--- src/design/ehtst_pkg.sv ---
// Shared types, codes and helpers for the entropy health test.
// No dependencies; imported by the core and the window statistics unit.
package ehtst_pkg;

    localparam int CFG_IDX_W = 2;
    localparam int CFG_DATA_W = 9;

    typedef enum logic [CFG_IDX_W-1:0] {
        CFG_MIN_ONES   = 2'd0,
        CFG_MAX_ONES   = 2'd1,
        CFG_MAX_RUN    = 2'd2,
        CFG_FAIL_LIMIT = 2'd3
    } cfg_idx_t;

    typedef enum logic [2:0] {
        ST_BUSY      = 3'd0,
        ST_PASS      = 3'd1,
        ST_REPEAT    = 3'd2,
        ST_ONES      = 3'd3,
        ST_RUN       = 3'd4,
        ST_NOT_READY = 3'd5,
        ST_INIT_DONE = 3'd6
    } status_t;

    localparam logic [8:0] MIN_ONES_RST   = 9'd88;
    localparam logic [8:0] MAX_ONES_RST   = 9'd168;
    localparam logic [5:0] MAX_RUN_RST    = 6'd4;
    localparam logic [3:0] FAIL_LIMIT_RST = 4'd3;
    localparam logic [5:0] RUN_SAT        = 6'd63;
    localparam logic [3:0] FAIL_SAT       = 4'd15;

    // Per-beat window statistics handed from the statistics unit to control
    typedef struct packed {
        logic       last;
        logic       rep_hit;
        logic       ones_low;
        logic       ones_high;
        logic       run_long;
        logic [8:0] ones_new;
        logic [8:0] ones_cur;
    } stats_t;

    function automatic logic [3:0] bit_count8(input logic [7:0] v);
        logic [3:0] n;
        n = 4'd0;
        for (int k = 0; k < 8; k++) begin
            n = n + {3'd0, v[k]};
        end
        return n;
    endfunction

endpackage

--- src/design/ehtst_if.sv ---
// Valid/ready channel interfaces for the entropy health test.
// Sample channel in, result channel out; no dependencies.
interface ehtst_in_if;
    logic       valid;
    logic       ready;
    logic       mode;
    logic [7:0] data_byte;
    logic       init_ok;

    modport source (output valid, mode, data_byte, init_ok, input ready);
    modport sink (input valid, mode, data_byte, init_ok, output ready);
endinterface

interface ehtst_out_if;
    logic       valid;
    logic       ready;
    logic [2:0] status;
    logic       ready_res;
    logic [3:0] failure_count;
    logic       reinit_request;
    logic [8:0] ones_total;

    modport source (output valid, status, ready_res, failure_count, reinit_request,
                    ones_total, input ready);
    modport sink (input valid, status, ready_res, failure_count, reinit_request,
                  ones_total, output ready);
endinterface

--- src/design/entropy_health_test_core.sv ---
// Top level of the entropy health test: configuration, failure tracking,
// source readiness and the result register. Depends on ehtst_pkg, ehtst_if,
// ehtst_window_ram and ehtst_window_stats.
//
// Usage: din carries one beat per item, either a raw entropy byte (mode 0)
// or the outcome of a source initialisation (mode 1). dout returns exactly
// one result beat per accepted item, in order. Configuration is written via
// cfg_we/cfg_index/cfg_data while the block is idle.
// Output: a result is held in the output register from the cycle after its
// item is accepted. Throughput: one item per cycle while dout is ready.
// Window bytes live in a two-bank RAM; the next position's reference byte
// is read ahead from the registered port, and a passing window becomes
// the new reference by swapping bank roles, so no copy is ever made.
// Reset: the source starts not ready, no reference, failure count zero,
// registers at their defaults; no clearing pass is needed, so the first
// item may follow reset at once.
// Stall: while dout is held not ready with a result waiting, din.ready
// drops; items are taken again as soon as the waiting result is taken.
module entropy_health_test_core #(
    parameter int WINDOW_BYTES = 32
) (
    input  logic                           clk,
    input  logic                           rst_n,
    ehtst_in_if.sink                       din,
    ehtst_out_if.source                    dout,
    input  logic                           cfg_we,
    input  logic [ehtst_pkg::CFG_IDX_W-1:0]  cfg_index,
    input  logic [ehtst_pkg::CFG_DATA_W-1:0] cfg_data
);
    import ehtst_pkg::*;

    localparam int PW = $clog2(WINDOW_BYTES);
    localparam int AW = PW + 1;

    logic [8:0]    min_ones_reg, max_ones_reg;
    logic [5:0]    max_run_reg;
    logic [3:0]    fail_limit_reg;

    logic          ready_reg, ready_next;
    logic [3:0]    fail_reg, fail_next;
    logic          pend_reg, pend_next;
    logic          refv_reg, refv_next;
    logic          bank_reg, bank_next;
    logic          oval_reg, oval_next;

    status_t       status_reg, status_next;
    logic [8:0]    ones_reg, ones_next;

    logic          accept, take;
    logic [PW-1:0] pos, pos_next;
    logic [7:0]    ref_byte;
    stats_t        stats;
    logic [3:0]    fail_inc;
    status_t       verdict;

    assign din.ready = !oval_reg || dout.ready;
    assign accept    = din.valid && din.ready;
    assign take      = accept && !din.mode && ready_reg;

    ehtst_window_ram #(
        .DEPTH (2 ** AW),
        .AW    (AW)
    ) u_ram (
        .clk   (clk),
        .we    (take),
        .waddr ({~bank_reg, pos}),
        .wdata (din.data_byte),
        .raddr ({bank_next, pos_next}),
        .rdata (ref_byte)
    );

    ehtst_window_stats #(
        .WINDOW_BYTES (WINDOW_BYTES),
        .PW           (PW)
    ) u_stats (
        .clk       (clk),
        .rst_n     (rst_n),
        .take      (take),
        .data_byte (din.data_byte),
        .ref_valid (refv_reg),
        .ref_byte  (ref_byte),
        .min_ones  (min_ones_reg),
        .max_ones  (max_ones_reg),
        .max_run   (max_run_reg),
        .pos       (pos),
        .pos_next  (pos_next),
        .stats     (stats)
    );

    always_comb
    begin
        fail_inc = (fail_reg == FAIL_SAT) ? fail_reg : fail_reg + 4'd1;

        if (stats.rep_hit)
        begin
            verdict = ST_REPEAT;
        end
        else if (stats.ones_low || stats.ones_high)
        begin
            verdict = ST_ONES;
        end
        else if (stats.run_long)
        begin
            verdict = ST_RUN;
        end
        else
        begin
            verdict = ST_PASS;
        end

        ready_next  = ready_reg;
        fail_next   = fail_reg;
        pend_next   = pend_reg;
        refv_next   = refv_reg;
        bank_next   = bank_reg;
        oval_next   = oval_reg;
        status_next = status_reg;
        ones_next   = ones_reg;

        if (dout.ready)
        begin
            oval_next = 1'b0;
        end

        if (accept)
        begin
            oval_next = 1'b1;
            ones_next = stats.ones_cur;
            if (din.mode)
            begin
                if (pend_reg)
                begin
                    pend_next  = 1'b0;
                    ready_next = din.init_ok;
                    fail_next  = din.init_ok ? 4'd0 : fail_limit_reg;
                end
                else if (!ready_reg && din.init_ok)
                begin
                    ready_next = 1'b1;
                    fail_next  = 4'd0;
                    refv_next  = 1'b0;
                end
                status_next = ready_next ? ST_INIT_DONE : ST_NOT_READY;
            end
            else if (!ready_reg)
            begin
                status_next = ST_NOT_READY;
            end
            else
            begin
                ones_next   = stats.ones_new;
                status_next = ST_BUSY;
                if (stats.last)
                begin
                    status_next = verdict;
                    if (verdict == ST_PASS)
                    begin
                        // the bank just filled becomes the reference
                        fail_next = 4'd0;
                        refv_next = 1'b1;
                        bank_next = ~bank_reg;
                    end
                    else
                    begin
                        fail_next = fail_inc;
                        if (fail_inc >= fail_limit_reg)
                        begin
                            pend_next  = 1'b1;
                            ready_next = 1'b0;
                        end
                    end
                end
            end
        end
    end

    always_ff @(posedge clk or negedge rst_n)
    begin
        if (!rst_n)
        begin
            min_ones_reg   <= MIN_ONES_RST;
            max_ones_reg   <= MAX_ONES_RST;
            max_run_reg    <= MAX_RUN_RST;
            fail_limit_reg <= FAIL_LIMIT_RST;
            ready_reg      <= 1'b0;
            fail_reg       <= 4'd0;
            pend_reg       <= 1'b0;
            refv_reg       <= 1'b0;
            bank_reg       <= 1'b0;
            oval_reg       <= 1'b0;
        end
        else
        begin
            if (cfg_we)
            begin
                case (cfg_idx_t'(cfg_index))
                    CFG_MIN_ONES:   min_ones_reg   <= cfg_data[8:0];
                    CFG_MAX_ONES:   max_ones_reg   <= cfg_data[8:0];
                    CFG_MAX_RUN:    max_run_reg    <= cfg_data[5:0];
                    CFG_FAIL_LIMIT: fail_limit_reg <= cfg_data[3:0];
                    default:        min_ones_reg   <= min_ones_reg;
                endcase
            end
            ready_reg <= ready_next;
            fail_reg  <= fail_next;
            pend_reg  <= pend_next;
            refv_reg  <= refv_next;
            bank_reg  <= bank_next;
            oval_reg  <= oval_next;
        end
    end

    // result payload: no reset needed
    always_ff @(posedge clk)
    begin
        status_reg <= status_next;
        ones_reg   <= ones_next;
    end

    assign dout.valid          = oval_reg;
    assign dout.status         = status_reg;
    assign dout.ones_total     = ones_reg;
    assign dout.ready_res      = ready_reg;
    assign dout.failure_count  = fail_reg;
    assign dout.reinit_request = pend_reg;
endmodule

--- src/design/ehtst_window_ram.sv ---
// Two-bank window store: one bank collects the live window, the other holds
// the reference. One write port, one registered read port. No dependencies.
module ehtst_window_ram #(
    parameter int DEPTH = 64,
    parameter int AW    = 6
) (
    input  logic          clk,
    input  logic          we,
    input  logic [AW-1:0] waddr,
    input  logic [7:0]    wdata,
    input  logic [AW-1:0] raddr,
    output logic [7:0]    rdata
);
    logic [7:0] mem [DEPTH];
    logic [7:0] rdata_reg;

    always_ff @(posedge clk)
    begin
        if (we)
        begin
            mem[waddr] <= wdata;
        end
        rdata_reg <= mem[raddr];
    end

    assign rdata = rdata_reg;
endmodule

--- src/design/ehtst_window_stats.sv ---
// Per-byte window statistics: position, one-bit count, run lengths and the
// match against the reference. Depends on ehtst_pkg.
module ehtst_window_stats #(
    parameter int WINDOW_BYTES = 32,
    parameter int PW           = 5
) (
    input  logic                clk,
    input  logic                rst_n,
    input  logic                take,
    input  logic [7:0]          data_byte,
    input  logic                ref_valid,
    input  logic [7:0]          ref_byte,
    input  logic [8:0]          min_ones,
    input  logic [8:0]          max_ones,
    input  logic [5:0]          max_run,
    output logic [PW-1:0]       pos,
    output logic [PW-1:0]       pos_next,
    output ehtst_pkg::stats_t   stats
);
    import ehtst_pkg::*;

    localparam int OW   = $clog2(8 * WINDOW_BYTES + 1);
    localparam int CMPW = (OW > 9) ? OW : 9;

    logic [PW-1:0]   pos_reg;
    logic [OW-1:0]   ones_reg, ones_next;
    logic [5:0]      run_reg, run_next;
    logic [5:0]      long_reg, long_next;
    logic            match_reg, match_next;
    logic [7:0]      prev_reg;

    logic [OW-1:0]   ones_sum;
    logic [5:0]      run_upd;
    logic [5:0]      long_upd;
    logic            match_upd;
    logic            last;
    logic [CMPW-1:0] sum_ext, cur_ext;

    always_comb
    begin
        last      = (pos_reg == PW'(WINDOW_BYTES - 1));
        ones_sum  = ones_reg + OW'(bit_count8(data_byte));
        match_upd = match_reg & ref_valid & (ref_byte == data_byte);
        if ((pos_reg != '0) && (data_byte == prev_reg))
        begin
            run_upd = (run_reg < RUN_SAT) ? run_reg + 6'd1 : run_reg;
        end
        else
        begin
            run_upd = 6'd1;
        end
        long_upd = (run_upd > long_reg) ? run_upd : long_reg;

        sum_ext = CMPW'(ones_sum);
        cur_ext = CMPW'(ones_reg);

        stats.last      = last;
        stats.rep_hit   = ref_valid & match_upd;
        stats.ones_low  = sum_ext < CMPW'(min_ones);
        stats.ones_high = sum_ext > CMPW'(max_ones);
        stats.run_long  = long_upd > max_run;
        stats.ones_new  = (sum_ext > CMPW'(511)) ? 9'd511 : sum_ext[8:0];
        stats.ones_cur  = (cur_ext > CMPW'(511)) ? 9'd511 : cur_ext[8:0];

        pos_next   = pos_reg;
        ones_next  = ones_reg;
        run_next   = run_reg;
        long_next  = long_reg;
        match_next = match_reg;
        if (take)
        begin
            if (last)
            begin
                // restart the window
                pos_next   = '0;
                ones_next  = '0;
                run_next   = 6'd1;
                long_next  = 6'd1;
                match_next = 1'b1;
            end
            else
            begin
                pos_next   = pos_reg + PW'(1);
                ones_next  = ones_sum;
                run_next   = run_upd;
                long_next  = long_upd;
                match_next = match_upd;
            end
        end
    end

    always_ff @(posedge clk or negedge rst_n)
    begin
        if (!rst_n)
        begin
            pos_reg   <= '0;
            ones_reg  <= '0;
            run_reg   <= 6'd1;
            long_reg  <= 6'd1;
            match_reg <= 1'b1;
            prev_reg  <= 8'd0;
        end
        else
        begin
            pos_reg   <= pos_next;
            ones_reg  <= ones_next;
            run_reg   <= run_next;
            long_reg  <= long_next;
            match_reg <= match_next;
            if (take)
            begin
                prev_reg <= data_byte;
            end
        end
    end

    assign pos = pos_reg;
endmodule
--- src/flat_wrapper.sv ---
// flat-port wrapper written by rule: the top's interface ports become plain ports
module entropy_health_test_core_flat import ehtst_pkg::*;
#(
    parameter int WINDOW_BYTES = 32
)
  (clk, rst_n, cfg_we, cfg_index, cfg_data, din_valid, din_mode, din_data_byte, din_init_ok, din_ready, dout_valid, dout_status, dout_ready_res, dout_failure_count, dout_reinit_request, dout_ones_total, dout_ready);
  ehtst_in_if din_i ();
  ehtst_out_if dout_i ();
  input  logic clk;
  input  logic rst_n;
  input  logic cfg_we;
  input  logic [ehtst_pkg::CFG_IDX_W-1:0] cfg_index;
  input  logic [ehtst_pkg::CFG_DATA_W-1:0] cfg_data;
  input wire logic [$bits(din_i.valid)-1:0] din_valid;
  input wire logic [$bits(din_i.mode)-1:0] din_mode;
  input wire logic [$bits(din_i.data_byte)-1:0] din_data_byte;
  input wire logic [$bits(din_i.init_ok)-1:0] din_init_ok;
  output wire logic [$bits(din_i.ready)-1:0] din_ready;
  output wire logic [$bits(dout_i.valid)-1:0] dout_valid;
  output wire logic [$bits(dout_i.status)-1:0] dout_status;
  output wire logic [$bits(dout_i.ready_res)-1:0] dout_ready_res;
  output wire logic [$bits(dout_i.failure_count)-1:0] dout_failure_count;
  output wire logic [$bits(dout_i.reinit_request)-1:0] dout_reinit_request;
  output wire logic [$bits(dout_i.ones_total)-1:0] dout_ones_total;
  input wire logic [$bits(dout_i.ready)-1:0] dout_ready;
  assign din_i.valid = din_valid;
  assign din_i.mode = din_mode;
  assign din_i.data_byte = din_data_byte;
  assign din_i.init_ok = din_init_ok;
  assign din_ready = din_i.ready;
  assign dout_valid = dout_i.valid;
  assign dout_status = dout_i.status;
  assign dout_ready_res = dout_i.ready_res;
  assign dout_failure_count = dout_i.failure_count;
  assign dout_reinit_request = dout_i.reinit_request;
  assign dout_ones_total = dout_i.ones_total;
  assign dout_i.ready = dout_ready;
  entropy_health_test_core #(.WINDOW_BYTES(WINDOW_BYTES)) u_core (.clk(clk), .rst_n(rst_n), .din(din_i), .dout(dout_i), .cfg_we(cfg_we), .cfg_index(cfg_index), .cfg_data(cfg_data));
endmodule
--- config.mk ---
export PLATFORM = sky130hd
export DESIGN_NAME = entropy_health_test_core_flat
export DESIGN_NICKNAME = d
export VERILOG_FILES = /design/src/design/ehtst_pkg.sv /design/src/design/ehtst_if.sv /design/src/design/entropy_health_test_core.sv /design/src/design/ehtst_window_ram.sv /design/src/design/ehtst_window_stats.sv /design/src/flat_wrapper.sv
export SDC_FILE = /design/constraint.sdc
export NUM_CORES = 1
export LEC_CHECK = 0
export BUFFER_PORTS_ARGS = -buffer_cell sky130_fd_sc_hd__buf_2
export CAP_MARGIN = 20
export CELL_PAD_IN_SITES_DETAIL_PLACEMENT = 1
export CELL_PAD_IN_SITES_GLOBAL_PLACEMENT = 1
export CORE_MARGIN = 4
export CORE_UTILIZATION = 50
export CTS_CLUSTER_DIAMETER = 80
export DETAILED_ROUTE_END_ITERATION = 8
export GPL_TIMING_DRIVEN = 0
export PLACE_DENSITY = 0.76
export SLEW_MARGIN = 20
export SYNTH_ARGS = -nofsm -noshare
export SYNTH_HDL_FRONTEND = slang
export SYNTH_HIERARCHICAL = 1
export SYNTH_SLANG_ARGS = --single-unit
--- constraint.sdc ---
create_clock -name clk -period 12.85 [get_ports clk]
set_input_delay 2.57 -clock clk [delete_from_list [all_inputs] [get_ports clk]]
set_output_delay 2.57 -clock clk [all_outputs]
set_load 0.05 [all_outputs]
==> reports/qor.tcl <==
set qor(outcome) {finished clean}
set qor(worst_setup_path_end_kind) {flop}
set qor(setup_repair_after_global_routing_missed_its_margin) {no}
set qor(cts_repair_resize_count) 0
set qor(crit_path_start_kind) {input port}
set qor(dp_hpwl_mm) 42.40
set qor(report.power.total_uw) 5651
set qor(antenna_cells_inserted) 0
set qor(wirelength_mm) 65.03
set qor(antenna_found_initial) 1
set qor(max-clock-path-buffers) 3
set qor(muxShareOfSynthArea) 0.1500
set qor(postRouteAntennaNets) 0
set qor(clk_latency_ns) 0.60
set qor(vdd_ir_drop_max_uv) 121.2
set qor(synthSimpleGateAreaFrac) 0.05238
set qor(r2r_cells) 21
set qor(core_area_um2) 50270
set qor(grt_use_total) 0.2454
set qor(final_min_period_over_clock_period) 0.7692
set qor(fp-row-count) 82
set qor(postCtsSetupBuffers) 0
set qor(synth_compound_gate_area_share) 0.04277
set qor(grt_start_max_net_pins) 69
set qor(cts-buffers-inserted) 66
set qor(port_buffers) 44
set qor(h-tree-depth) 3
set qor(drt_drc_violations_left) 0
set qor(timing_hold_violations_final) 0
set qor(place_congestion) 0.8742
set qor(finalMaxSlewViolations) 0
set qor(synthXorXnorAreaFrac) 0.01099
set qor(global_route.overflow_total) 0
set qor(crit_path_max_fanout) 68
set qor(holdBufCountCts) 0
set qor(rr_endpoint) {u_core/u_ram/rdata[3]$_DFF_P_}
set qor(worst_pin_slew_ns) 1.029
set qor(cp-startpoint) {din_data_byte[0]}
set qor(multiInputGateArea_um2) 7194
set qor(dominantRegCellSynth) {sky130_fd_sc_hd__edfxtp_1}
set qor(report.final.setup_viol) 0
set qor(worst-r2r-setup-slack_ns) 5.72
set qor(starting_utilization_of_the_core_area) 0.5074
set qor(ys_seq_elements) 604
set qor(worst_setup_hold_path_clk_slew_ns) 0.06
set qor(clock-root-buffer) {sky130_fd_sc_hd__clkbuf_16}
set qor(timing.max_cap.violations) 0
set qor(fin_setup_tns_ns) 0
set qor(wl_per_cell_um) 28.50
set qor(regArea_um2) 17710
set qor(ys_types) 77
set qor(die-height_um) 233.9
set qor(layout-drive-gt1-share) 0.2366
set qor(main_combinational_cell_family_by_area_after_synthesis) {multiplexers}
set qor(drt-pass1-iter-count) 5
set qor(yosys.area_share.adder) 0.02551
set qor(wire_length_of_the_first_global_routing_pass_mm) 98.22
set qor(syn_to_final_growth_pct) 12.16
set qor(ys_warn_count) 6
set qor(required_time_of_the_critical_path_ns) 13.34
set qor(io-pin-count) 46
set qor(dr.first_iter.drc_count) 1449
set qor(number_of_global_route_vias_before_repair) 15020
set qor(power.density_nw_per_um2) 197.5
set qor(synth_enable_flop_cells) 524
set qor(vias_per_cell) 6.252
set qor(clock.fmax_mhz) 101.2
set qor(syn-cell-area_um2) 25510
set qor(synth_async_sr_flop_share) 0.1192
set qor(clock_tree_from_tritoncts) {built}
set qor(whs_ns) 0.5094
set qor(vias) 14270
set qor(clock-skew-final_ns) 0.02340
set qor(timing.slew.headroom) 0.3085
set qor(cts.sinks) 604
set qor(slowest_stage) {sky130_fd_sc_hd__xnor2_1}
set qor(largest_register_ffs) 512
set qor(layout.filler_cells) 4523
set qor(finish.utilization) 0.5691
set qor(worst_setup_path_endpoint) {u_core/u_ram/rdata[3]$_DFF_P_}
set qor(path_cells) {buf_4, fa_1, inv_1, fa_1, fa_1, fa_1, fa_1, nor2b_1, o21ai_0, a21oi_1, xor2_1, ha_1, and3_1, a221o_1, o21ai_0, a21oi_1, nor4_4, nand3_1, xnor2_1, o221ai_1, a21oi_1, o21ai_1, o41ai_1}
set qor(leakagePower_uw) 0.009619
set qor(delay_of_the_slowest_critical_path_stage_ns) 0.81
set qor(die_width_um) 233.9
set qor(floorplan.die_area_um2) 54700
set qor(cp_common_cell) {sky130_fd_sc_hd__fa_1}
set qor(synthCells) 1452
set qor(largest_register) {u_core/u_ram/mem}
set qor(timing.hold.worst.class) {reg -> reg}
set qor(timing_worst_setup_path_type) {in -> reg}
set qor(ys_seq_area_frac) 0.6943
set qor(design.final.nets) 1640
set qor(regToRegStartpoint) {u_core/u_stats/cur_ext[0]$_DFFE_PN0P_}
set qor(average_size_of_a_mapped_cell_um2) 17.57
set qor(min_period_ns) 9.884
set qor(synth_nets) 1527
set qor(worst_ep_arrival_time_ns) 10.38
worst max-delay path: cells and delay by family:
family          cells  cell delay [ns]
buf+inv             2             0.67
xor+xnor            2             1.10
compound gates      9             2.18
simple gates        4             1.11
fa+ha+maj           6             2.67
cells in the mapped netlist, types with 14 or more instances:
| library cell | instances | area [µm²] |
|---|---|---|
| sky130_fd_sc_hd__nand3_1 | 26 | 130.1 |
| sky130_fd_sc_hd__nor2_1 | 110 | 412.9 |
| sky130_fd_sc_hd__inv_1 | 51 | 191.4 |
| sky130_fd_sc_hd__a21oi_1 | 16 | 80.08 |
| sky130_fd_sc_hd__ha_1 | 44 | 550.5 |
| sky130_fd_sc_hd__mux4_2 | 126 | 2838 |
| sky130_fd_sc_hd__o21ai_0 | 23 | 115.1 |
| sky130_fd_sc_hd__dfrtp_1 | 60 | 1501 |
| sky130_fd_sc_hd__edfxtp_1 | 524 | 15740 |
| sky130_fd_sc_hd__nand2_1 | 42 | 157.7 |
| sky130_fd_sc_hd__mux2_2 | 62 | 698.2 |
| sky130_fd_sc_hd__clkbuf_1 | 32 | 120.1 |
| sky130_fd_sc_hd__nor2b_1 | 25 | 156.4 |
| sky130_fd_sc_hd__xnor2_1 | 19 | 166.4 |
| sky130_fd_sc_hd__buf_2 | 16 | 80.08 |
| sky130_fd_sc_hd__buf_4 | 14 | 105.1 |
| sky130_fd_sc_hd__nand2b_1 | 14 | 87.58 |
| sky130_fd_sc_hd__mux2i_1 | 29 | 290.3 |
power breakdown:
group,switching [µW],internal [µW]
Sequential,55.2,2220
Combinational,971,643
Clock,735,1020
cell families (layout without fill, tap and decap cells):
group,count (synthesis),in the layout
flops,604,604
simple gates,274,274
mux,217,217
compound gates,149,149
buf+inv,127,285
fa+ha+maj,49,49
xor+xnor,32,32
how the worst min path moves through the flow:
stage,from,endpoint,cells past startpoint
after floorplan,u_core/u_stats/long_reg[4]$_DFFE_PN0P_,u_core/u_stats/long_reg[4]$_DFFE_PN0P_,1
after detailed placement,u_core/max_run_reg[4]$_DFFE_PN0P_,u_core/max_run_reg[4]$_DFFE_PN0P_,1
after CTS,u_core/min_ones_reg[2]$_DFFE_PN0P_,u_core/min_ones_reg[2]$_DFFE_PN0P_,1
final,u_core/min_ones_reg[2]$_DFFE_PN0P_,u_core/min_ones_reg[2]$_DFFE_PN0P_,1
after global routing,u_core/max_run_reg[3]$_DFFE_PN0P_,u_core/max_run_reg[3]$_DFFE_PN0P_,1
after global placement,u_core/max_run_reg[3]$_DFFE_PN0P_,u_core/max_run_reg[3]$_DFFE_PN0P_,1
metrics by stage:
stage	cell area [µm²]	worst slack [ns]	std cells
final	28610	2.966	2282
after global routing	28610	2.327	2282
after CTS	28610	3.024	2282
after detailed placement	26620	2.416	2169
after global placement	26570	2.270	2168
after floorplan	25510	4.514	1452
layer usage:
metal / part of all wire / GRT usage / vias to the layer above
li1: - / - / 5976
met5: 0 / 0 / -
met1: 0.41 / 0.3385 / 7548
met2: 0.49 / 0.4026 / 613
met3: 0.073 / 0.04397 / 129
met4: 0.033 / 0.07854 / 0
final cells by class:
| class | instances | area share |
|---|---|---|
| multi-input cells | 721 | 0.2515 |
| inverters | 52 | 0.006822 |
| clock buffers | 84 | 0.06267 |
| well taps | 672 | 0.02939 |
| clock inverters | 29 | 0.006822 |
| flip-flops and latches | 604 | 0.6191 |
| repair buffers | 45 | 0.009184 |
| plain buffers | 75 | 0.01461 |
placed cells by master, fill, tap and decap left out, drive strengths merged, types with 6 or more instances in the layout:
cell type,count
a21o,6
a21oi,16
a221oi,7
a22o,11
a22oi,6
and3,6
buf,87
clkbuf,117
clkinv,23
dfrtp,60
dfstp,12
dfxtp,8
edfxtp,524
ha,44
inv,53
mux2,62
mux2i,29
mux4,126
nand2,42
nand2b,14
nand3,27
nand3b,7
nand4,6
nor2,112
nor2b,25
nor3,11
nor4,7
o2111ai,6
o21a,10
o21ai,26
o221ai,8
o22ai,13
xnor2,19
xor2,13
(Power assumes the default switching activity.)
